--- src/hdl/sdle_pkg.sv ---
// ---------------------------------------------------------------------------
// SSE data line extractor package
// Shared constants, the result record and the prefix lookup.
// ---------------------------------------------------------------------------
package sdle_pkg;

    // Default line capacity; the store holds one byte less.
    localparam int LINE_CAP_DEF = 64;

    // Length of the "data:" field prefix.
    localparam int PREFIX_LEN = 5;

    // Byte codes the parser reacts to.
    localparam logic [7:0] BYTE_LF    = 8'd10;
    localparam logic [7:0] BYTE_CR    = 8'd13;
    localparam logic [7:0] BYTE_SPACE = 8'd32;

    // One result as it sits in the output queue.
    typedef struct packed {
        logic [7:0] payload_byte;
        logic       empty_event;
        logic       last_of_event;
    } result_t;

    // Expected byte of the "data:" prefix at a given position.
    function automatic logic [7:0] prefix_byte(input logic [2:0] pos);
        logic [7:0] val;
        case (pos)
            3'd0:    val = 8'h64;  // d
            3'd1:    val = 8'h61;  // a
            3'd2:    val = 8'h74;  // t
            3'd3:    val = 8'h61;  // a
            3'd4:    val = 8'h3a;  // :
            default: val = 8'h00;
        endcase
        return val;
    endfunction

endpackage

--- src/hdl/sse_data_line_extractor.sv ---
// A plain byte is stored as it is taken; one request per cycle while not busy.
// A terminator that closes a data line stalls input while the payload is read
// out, one result per payload byte or an empty event; out_stall prolongs it.
// The first result follows the store read; then one per cycle unless out_stall.
// Reset clears the line length and the output queue; store contents stay undefined.
// ---------------------------------------------------------------------------
// SSE data line extractor
// Collects stream bytes into a line store and replays the payload of
// each "data:" line as a sequence of results.
// ---------------------------------------------------------------------------
module sse_data_line_extractor #(
    parameter int LINE_CAP = sdle_pkg::LINE_CAP_DEF
) (
    input  logic       clk,
    input  logic       rst_n,
    input  logic       in_valid,
    output logic       in_stall,
    input  logic [7:0] in_byte,
    output logic       out_valid,
    input  logic       out_stall,
    output logic [7:0] payload_byte,
    output logic       empty_event,
    output logic       last_of_event
);
    import sdle_pkg::*;

    localparam int DEPTH  = LINE_CAP - 1;
    localparam int LEN_W  = $clog2(LINE_CAP);
    localparam int ADDR_W = $clog2(DEPTH);

    logic [LEN_W-1:0] len_reg,    len_next;
    logic             pfx_ok_reg, pfx_ok_next;
    logic             space_reg,  space_next;

    logic             in_take;
    logic             is_term;
    logic             full;
    logic             wr_en;
    logic             is_data;
    logic             busy;
    logic             job_valid;
    logic             job_empty;
    logic [LEN_W-1:0] job_start;
    logic             rd_en;
    logic [ADDR_W-1:0] rd_addr;
    logic [7:0]       rd_data;

    // Request decode.
    assign in_take = in_valid && !in_stall;
    assign is_term = (in_byte == BYTE_LF) || (in_byte == BYTE_CR);
    assign full    = len_reg == LEN_W'(DEPTH);
    assign wr_en   = in_take && !is_term && !full;
    assign in_stall = busy;

    // Line classification at the terminator.
    assign is_data   = (len_reg >= LEN_W'(PREFIX_LEN)) && pfx_ok_reg;
    assign job_start = ((len_reg > LEN_W'(PREFIX_LEN)) && space_reg)
                       ? LEN_W'(PREFIX_LEN + 1) : LEN_W'(PREFIX_LEN);
    assign job_empty = job_start >= len_reg;
    assign job_valid = in_take && is_term && is_data;

    // Line length and running prefix match.
    always_comb
    begin
        len_next    = len_reg;
        pfx_ok_next = pfx_ok_reg;
        space_next  = space_reg;
        if (in_take)
        begin
            if (is_term || full)
            begin
                len_next    = '0;
                pfx_ok_next = 1'b1;
                space_next  = 1'b0;
            end
            else
            begin
                len_next = len_reg + LEN_W'(1);
                if (len_reg < LEN_W'(PREFIX_LEN))
                begin
                    pfx_ok_next = pfx_ok_reg && (in_byte == prefix_byte(len_reg[2:0]));
                end
                if (len_reg == LEN_W'(PREFIX_LEN))
                begin
                    space_next = in_byte == BYTE_SPACE;
                end
            end
        end
    end

    always_ff @(posedge clk or negedge rst_n)
    begin
        if (!rst_n)
        begin
            len_reg    <= '0;
            pfx_ok_reg <= 1'b1;
            space_reg  <= 1'b0;
        end
        else
        begin
            len_reg    <= len_next;
            pfx_ok_reg <= pfx_ok_next;
            space_reg  <= space_next;
        end
    end

    // Line store.
    sdle_ram #(
        .WIDTH (8),
        .DEPTH (DEPTH)
    ) u_store (
        .clk     (clk),
        .wr_en   (wr_en),
        .wr_addr (len_reg[ADDR_W-1:0]),
        .wr_data (in_byte),
        .rd_en   (rd_en),
        .rd_addr (rd_addr),
        .rd_data (rd_data)
    );

    // Payload replay and output queue.
    sdle_replay #(
        .LEN_W  (LEN_W),
        .ADDR_W (ADDR_W)
    ) u_replay (
        .clk           (clk),
        .rst_n         (rst_n),
        .job_valid     (job_valid),
        .job_empty     (job_empty),
        .job_start     (job_start),
        .job_stop      (len_reg),
        .busy          (busy),
        .rd_en         (rd_en),
        .rd_addr       (rd_addr),
        .rd_data       (rd_data),
        .out_valid     (out_valid),
        .out_stall     (out_stall),
        .payload_byte  (payload_byte),
        .empty_event   (empty_event),
        .last_of_event (last_of_event)
    );

endmodule

--- src/hdl/sdle_ram.sv ---
// ---------------------------------------------------------------------------
// SDLE generic RAM
// Single write port, single read port, read data registered.
// ---------------------------------------------------------------------------
module sdle_ram #(
    parameter int WIDTH = 8,
    parameter int DEPTH = 63
) (
    input  logic                     clk,
    input  logic                     wr_en,
    input  logic [$clog2(DEPTH)-1:0] wr_addr,
    input  logic [WIDTH-1:0]         wr_data,
    input  logic                     rd_en,
    input  logic [$clog2(DEPTH)-1:0] rd_addr,
    output logic [WIDTH-1:0]         rd_data
);

    logic [WIDTH-1:0] mem [DEPTH];
    logic [WIDTH-1:0] rd_data_reg;

    // Write and registered read.
    always_ff @(posedge clk)
    begin
        if (wr_en)
        begin
            mem[wr_addr] <= wr_data;
        end
        if (rd_en)
        begin
            rd_data_reg <= mem[rd_addr];
        end
    end

    assign rd_data = rd_data_reg;

endmodule

--- src/hdl/sdle_replay.sv ---
// ---------------------------------------------------------------------------
// SDLE payload replay engine
// Reads a finished payload back out of the line store and queues the results.
// ---------------------------------------------------------------------------
module sdle_replay #(
    parameter int LEN_W  = 6,
    parameter int ADDR_W = 6
) (
    input  logic              clk,
    input  logic              rst_n,
    // Job from the line capture logic.
    input  logic              job_valid,
    input  logic              job_empty,
    input  logic [LEN_W-1:0]  job_start,
    input  logic [LEN_W-1:0]  job_stop,
    output logic              busy,
    // Read port of the line store.
    output logic              rd_en,
    output logic [ADDR_W-1:0] rd_addr,
    input  logic [7:0]        rd_data,
    // Result channel.
    output logic              out_valid,
    input  logic              out_stall,
    output logic [7:0]        payload_byte,
    output logic              empty_event,
    output logic              last_of_event
);
    import sdle_pkg::*;

    logic             active_reg,        active_next;
    logic             empty_reg,         empty_next;
    logic [LEN_W-1:0] ptr_reg,           ptr_next;
    logic [LEN_W-1:0] stop_reg,          stop_next;
    logic             inflight_reg,      inflight_next;
    logic             inflight_last_reg, inflight_last_next;
    logic             q_wr_reg,          q_wr_next;
    logic             q_rd_reg,          q_rd_next;
    logic [1:0]       cnt_reg,           cnt_next;
    result_t          q_reg [2];

    logic       pop;
    logic       push;
    logic       credit;
    logic       issue_read;
    logic       push_empty;
    logic       read_last;
    logic [1:0] occ;
    result_t    push_val;

    // Queue slots: two, counting a read still in flight.
    assign pop    = (cnt_reg != 2'd0) && !out_stall;
    assign occ    = cnt_reg + {1'b0, inflight_reg};
    assign credit = (occ < 2'd2) || pop;

    // Read issue and the empty-event push, both gated by queue space.
    assign issue_read = active_reg && !empty_reg && credit;
    assign push_empty = active_reg && empty_reg && credit && !inflight_reg;
    assign read_last  = (ptr_reg + LEN_W'(1)) == stop_reg;

    assign rd_en   = issue_read;
    assign rd_addr = ptr_reg[ADDR_W-1:0];
    assign busy    = active_reg;

    // Queue entry source: returning store data or the empty-event marker.
    assign push = inflight_reg || push_empty;
    always_comb
    begin
        if (inflight_reg)
        begin
            push_val.payload_byte  = rd_data;
            push_val.empty_event   = 1'b0;
            push_val.last_of_event = inflight_last_reg;
        end
        else
        begin
            push_val.payload_byte  = 8'd0;
            push_val.empty_event   = 1'b1;
            push_val.last_of_event = 1'b1;
        end
    end

    // Sequencer and queue pointer next state.
    always_comb
    begin
        active_next        = active_reg;
        empty_next         = empty_reg;
        ptr_next           = ptr_reg;
        stop_next          = stop_reg;
        inflight_next      = issue_read;
        inflight_last_next = read_last;
        q_wr_next          = push ? ~q_wr_reg : q_wr_reg;
        q_rd_next          = pop ? ~q_rd_reg : q_rd_reg;
        cnt_next           = cnt_reg + {1'b0, push} - {1'b0, pop};

        if (job_valid && !active_reg)
        begin
            active_next = 1'b1;
            empty_next  = job_empty;
            ptr_next    = job_start;
            stop_next   = job_stop;
        end
        else if (issue_read)
        begin
            ptr_next = ptr_reg + LEN_W'(1);
            if (read_last)
            begin
                active_next = 1'b0;
            end
        end
        else if (push_empty)
        begin
            active_next = 1'b0;
        end
    end

    always_ff @(posedge clk or negedge rst_n)
    begin
        if (!rst_n)
        begin
            active_reg        <= 1'b0;
            empty_reg         <= 1'b0;
            ptr_reg           <= '0;
            stop_reg          <= '0;
            inflight_reg      <= 1'b0;
            inflight_last_reg <= 1'b0;
            q_wr_reg          <= 1'b0;
            q_rd_reg          <= 1'b0;
            cnt_reg           <= 2'd0;
        end
        else
        begin
            active_reg        <= active_next;
            empty_reg         <= empty_next;
            ptr_reg           <= ptr_next;
            stop_reg          <= stop_next;
            inflight_reg      <= inflight_next;
            inflight_last_reg <= inflight_last_next;
            q_wr_reg          <= q_wr_next;
            q_rd_reg          <= q_rd_next;
            cnt_reg           <= cnt_next;
        end
    end

    // Queue storage holds the full result: payload byte and both flags.
    always_ff @(posedge clk)
    begin
        if (push)
        begin
            q_reg[q_wr_reg] <= push_val;
        end
    end

    assign out_valid     = cnt_reg != 2'd0;
    assign payload_byte  = q_reg[q_rd_reg].payload_byte;
    assign empty_event   = q_reg[q_rd_reg].empty_event;
    assign last_of_event = q_reg[q_rd_reg].last_of_event;

endmodule

--- config.mk ---
export PLATFORM = sky130hd
export DESIGN_NAME = sse_data_line_extractor
export DESIGN_NICKNAME = d
export VERILOG_FILES = /design/src/hdl/sdle_pkg.sv /design/src/hdl/sse_data_line_extractor.sv /design/src/hdl/sdle_ram.sv /design/src/hdl/sdle_replay.sv
export SDC_FILE = /design/constraint.sdc
export NUM_CORES = 1
export LEC_CHECK = 0
export ABC_AREA = 1
export BUFFER_PORTS_ARGS = -buffer_cell sky130_fd_sc_hd__buf_2
export CELL_PAD_IN_SITES_DETAIL_PLACEMENT = 0
export CELL_PAD_IN_SITES_GLOBAL_PLACEMENT = 1
export CORE_MARGIN = 1.5
export CORE_UTILIZATION = 55
export CTS_CLUSTER_DIAMETER = 100
export DETAILED_ROUTE_END_ITERATION = 7
export GPL_ROUTABILITY_DRIVEN = 0
export PLACE_DENSITY_LB_ADDON = 0.25
export SLEW_MARGIN = 20
export SYNTH_ARGS = -nofsm -noshare
export SYNTH_HDL_FRONTEND = slang
export SYNTH_SLANG_ARGS = --single-unit
--- constraint.sdc ---
create_clock -name clk -period 3.76 [get_ports clk]
set_input_delay 0.376 -clock clk [delete_from_list [all_inputs] [get_ports clk]]
set_output_delay 0.376 -clock clk [all_outputs]
set_load 0.02 [all_outputs]
# Word level (Yosys, flattened, before mapping)
# Memories as Yosys holds them, arrays and structs flattened. A register that Yosys moved wholly into a read port is not among the register bits.
# Cells that the tools add are included.
# W data, S select, Z words.
# word_totals
word_cells	94
ram_bits	524
reg_bits	28
input_bits	12
mem_count	2
output_inout_bits	12
# classes
bitwise	2
n_mux	21
n_addsub	5
n_lt_le_gt_ge	5
n_reduce_logical	35
eq_ne	12
# memory_table
name	words	word_bits	read_ports	rd_clocked_by_memory_dff	write_ports	line_no	text
u_store.mem	63	8	1	1	1	sdle_ram.sv:18	logic [WIDTH-1:0] mem [DEPTH];
u_replay.q_reg	2	10	1	0	1	sdle_replay.sv:39	result_t q_reg [2];
# ops
cell	count
$pmux W7 S4	1
$mux W8	3
$mux W6	3
$eq A8 B4 Y1 const B	2
$logic_and A1 B1 Y1	15
$add A6 B1 Y6 const B	2
$mux W1	12
$mux W10	1
$eq A8 B6 Y1 const B	1
$eq A8 B8 Y1	1
$reduce_bool A2 Y1	4
$eq A3 B2 Y1 const B	2
$eq A6 B3 Y1 const B	1
$eq A6 B6 Y1	1
$eq A6 B6 Y1 const B	1
$ge A3 B6 Y1	1
$ge A6 B3 Y1 const B	1
$gt A6 B3 Y1 const B	1
$logic_not A1 Y1	6
$lt A6 B3 Y1 const B	1
$reduce_and A2 Y1	3
$add A2 B1 Y2	2
$logic_or A1 B1 Y1	4
$eq A3 B1 Y1 const B	1
other kinds (9)	10

# Logic depth before layout (Yosys ltp)
# depth
ltp_word	10
mapped_depth	14
ltp_nobuf	12

# Hierarchy
# A second synthesis with hierarchy kept.
# unflattened
hier_cells	2119
area_unflattened_um2	23611.4
# by_module_without_submodules
mod	cells_per_inst	area_per_inst_um2	seq_area_each_um2	n_inst
sdle_ram	1780	20903.8	15374.7	1
sdle_replay	217	1923.1	1101.1	1
sse_data_line_extractor	122	784.5	201.4	1

# Worst setup path before layout
# No wires, ideal clock.
# synth_path
kind	reg2reg
start	register len_reg[0]
end	memory u_store.mem[55][0], enable pin
setup_slack_ns	1.426
t_required_ns	3.377
stages_incl_launch_ff	10
path_buffers	1
setup_ns	0.383
period_less_slack_ns	2.334
t_arrival_ns	1.950
cell_sequence	dfrtp_1 -> ha_1 -> nand2_1 -> inv_1 -> nand2_1 -> o21ai_2 -> nor2_1 -> buf_2 -> nand2_1 -> nor3_1
# synth_between
elab_chain_len	5
# synth_rtl
item	line_no	text
start, declared	sse_data_line_extractor.sv:31	logic [LEN_W-1:0] len_reg, len_next;
start signal, assigned	sse_data_line_extractor.sv:101	len_reg <= len_next;
$eq A6 B6 Y1	sse_data_line_extractor.sv:51	assign full = len_reg == LEN_W'(DEPTH);
$logic_not A1 Y1	sse_data_line_extractor.sv:52	assign wr_en = in_take && !is_term && !full;
$logic_and A1 B1 Y1	sse_data_line_extractor.sv:52	
$mux W1	sdle_ram.sv:24	if (wr_en)
$mux W1 (implied by the code)	sdle_ram.sv:26	mem[wr_addr] <= wr_data;
end, declared	sdle_ram.sv:18	
# Several ways; a longest one is shown, not always the timed one.

# Final worst setup path
# layout_path
start	register len_reg[0]
end	memory u_store.mem[32][6], enable pin
# The elaborated chain is that of the path after synthesis.

==> impl_metrics.py <==
metrics = {
    "critical_path": {
        "worstPathRequired_ps": 3980,
        "critPathMaxFanout": 11,
        "crit_chain": "ha_1, nand2_1, inv_1, nand2_1, o21ai_2, nor2_1, buf_4, nand2_1, nor2_1",
        "path_common_cell": "nand2_1",
        "reg2reg_depth": 9,
        "path_buf_inv": 2,
        "crit_family": "simple AND/OR/NAND/NOR gates",
        "critical_path_depth": 9,
        "critPathLaunchType": "register",
        "slowest_stage": "nor2_1",
        "slowest_delay_ps": 740,
        "arrival_ps": 3160,
        "endpoint_kind": "register",
        "path_class": "reg2reg",
    },
    "floorplanning": {
        "num_rows": 76,
        "die_h_um": 212,
        "die_area_um2": 44900,
        "core_area_um2": 43100,
        "die_x_um": 212,
        "io_pins": 24,
        "start_util_pct": 55.8,
    },
    "placement": {
        "portBuffers": 23,
        "hpwl_um": 34100,
    },
    "detailed_routing": {
        "drtPass1Iterations": 6,
        "wl_um": 57800,
        "vias": 15875,
        "ant_nets": 0,
        "drc": 0,
        "avgViaCountPerCell": 5.45,
        "avgRoutedWirePerCell_um": 19.9,
        "drt_iter0_markers": 1422,
    },
    "power_and_ir_drop": {
        "sw_frac_of_total_pct": 36.3,
        "combPwrFrac_pct": 31.6,
        "p_per_area_nw_per_um2": 706,
        "switching_power_mw": 6.76,
        "power.total_mw": 18.6,
        "peakVddDrop_uv": 495,
        "clock_power_share_pct": 28.9,
        "p_int_mw": 11.9,
        "leakage_nw": 10.5,
        "seqPwrFrac_pct": 39.5,
    },
    "sta": {
        "hold_viol": 0,
        "fmax_ghz": 0.340,
        "fin_crit_sh_pct": 78.2,
        "finalCriticalPeriod_ps": 2940,
        "tns_ps": 0,
        "worst-slew-pin-transition_ps": 1040,
        "setup_viol_count_final": 0,
        "drv_slew": 0,
        "slew_headroom_pct": 30.0,
        "rsz0062_at_grt": "no",
        "final.setup_skew_ps": 26.8,
    },
    "finish": {
        "multi_input_area_um2": 5980,
        "area_growth_pct": 9.76,
        "diodes": 0,
        "nFillCells": 3524,
        "fin_nets": 2306,
        "largest_register_ff_count": 504,
        "seq_area_um2": 16700,
        "post-route-util_pct": 61.2,
        "drive_above_1_share_pct": 5.89,
    },
    "hold_path": {
        "hold_class": "in2reg",
        "whs_path_depth": 1,
    },
    "global_routing": {
        "grt_max_degree": 141,
        "antenna_found_initial": 1,
        "grt_overflow": 0,
        "grt_pass1_vias": 15724,
        "grt_pass1_wl_um": 88700,
        "grt_use_total_pct": 26.6,
    },
    "logic_synthesis": {
        "postSynthCellCount": 2290,
        "avgSynthCellArea_um2": 10.5,
        "synth_compound_area_share_pct": 0.964,
        "ys.flop_type": "edfxtp_1",
        "synth.area.mux_share_pct": 0,
        "synth.top_cells.by_area": "edfxtp_1 67%, nand2_1 13%, nand3_1 7.8%",
        "yosysWarnings": 0,
        "yosys.area.top_type": "edfxtp_1",
        "synth_fa_ha_area_share_pct": 0.469,
        "ys_seq_area_share_pct": 69.4,
        "ys_types": 30,
        "synth_area_um2": 24000,
        "async_flop_share_pct": 5.00,
        "yosys.area_share.simple_pct": 23.0,
        "synth_xor_area_share_pct": 0.510,
        "synth_top_family_by_area": "simple AND/OR/NAND/NOR gates",
        "synthesis.nets": 2311,
        "synth.top_cell.area_share_pct": 66.5,
        "synth-seq-cells": 560,
        "synth_edf_count": 532,
    },
    "clocking": {
        "clockBufferDepth": 3,
        "cts_hold_buf": 1,
        "cts_buffers": 55,
        "h-tree-depth": 2,
        "clkTransAtPathRegs_ps": 60,
        "post-cts-setup-buffer-count": 0,
        "root_buffer": "clkbuf_16",
        "clock_latency_ps": 610,
        "cts_tree": "done",
        "ctsResizeCount": 0,
        "cts.sinks": 560,
    },
    "outcome": {
        "status": "complete, no violations",
    },
    "run": {
        "drv_cap": 0,
    },
}
power groups by stage:
stage,clock [mW],sequential (mW),combinational (mW)
2_1_floorplan,0,7.36,4.06
3_3_place_gp,0,7.48,5.78
3_5_place_dp,0,7.49,5.82
5_1_grt,5.67,7.38,6.51
4_1_cts,5.42,7.36,5.85
6_report,5.37,7.36,5.88
layout make-up:
cell class              count  share of cell area, %
clock inverters            28                   1.12
flip-flops and latches    560                   63.3
inverters                 218                   3.13
clock buffers              70                   5.51
well taps                 585                   2.78
multi-input cells        1399                   22.7
repair buffers             51                   1.48
cells in the mapped netlist, types with 8 or more instances:
master    number
clkbuf_1      20
buf_1         10
edfxtp_1     532
nand3_1      374
ha_1           9
dfrtp_1       27
nor3_1         8
o21ai_0       26
nand2_1      802
nor2_1       139
inv_1        209
buf_2         77
xor2_1        11
path summary, 6_finish.rpt:
kind,start,endpoint,slack (ps)
min in group asynchronous,rst_n,u_replay.rd_addr[1],330
setup / recovery,len_reg[0],u_store.mem[32][6],820
hold reg to reg,pfx_ok_reg,pfx_ok_reg,470
max in group asynchronous,rst_n,u_replay.rd_addr[0],2950
setup reg to reg,len_reg[0],u_store.mem[32][6],820
hold / removal,in_byte[5],u_store.mem[18][5],100
worst reg2reg max path: stages (launching register included):
cell,delay (ps)
dfrtp_1,470
ha_1,250
nand2_1,60
inv_1,50
nand2_1,80
o21ai_2,100
nor2_1,120
buf_4,170
nand2_1,490
nor2_1,750
through the flow:
stage	cells	setup WS [ps]	hold slack, ps	area, µm²
floorplan	2290	1430	80.4	24000
global placement	2812	629	449	24600
detailed placement	2812	602	451	24600
CTS	2911	815	84.8	26400
global route	2911	642	74.5	26400
finish	2911	821	98.2	26400
logic make-up (layout without fill, tap and decap cells):
family	count (synthesis)	count (layout)
simple gates	1333	1333
flops	560	560
buf+inv	331	367
xor+xnor	14	14
fa+ha+maj	9	9
compound gates	43	43
layout by cell type (no fill, tap or decap), types with 2 or more instances in the layout:
master,instances
o21ai_0,26
o21ai_1,5
ha_1,9
buf_12,5
o211ai_1,4
bufinv_16,6
xor2_1,11
nor3_1,8
clkinv_1,16
nor2_1,139
inv_6,2
edfxtp_1,532
clkbuf_16,56
clkbuf_1,14
clkinv_2,5
dfrtp_1,24
nand4_1,4
a21oi_1,6
inv_2,5
nand2_1,802
nand3_1,374
inv_1,208
xnor2_1,3
buf_2,23
buf_4,22
dfrtp_4,2
metal layers:
layer	vias to the layer above	track usage (%)	share of wire, %
met5	-	0	0
met4	0	11.3	3.6
met3	121	4.18	6.4
met2	561	43.2	48
met1	7609	36.0	42
li1	7584	-	-
Power figures use the tool's default switching activity.
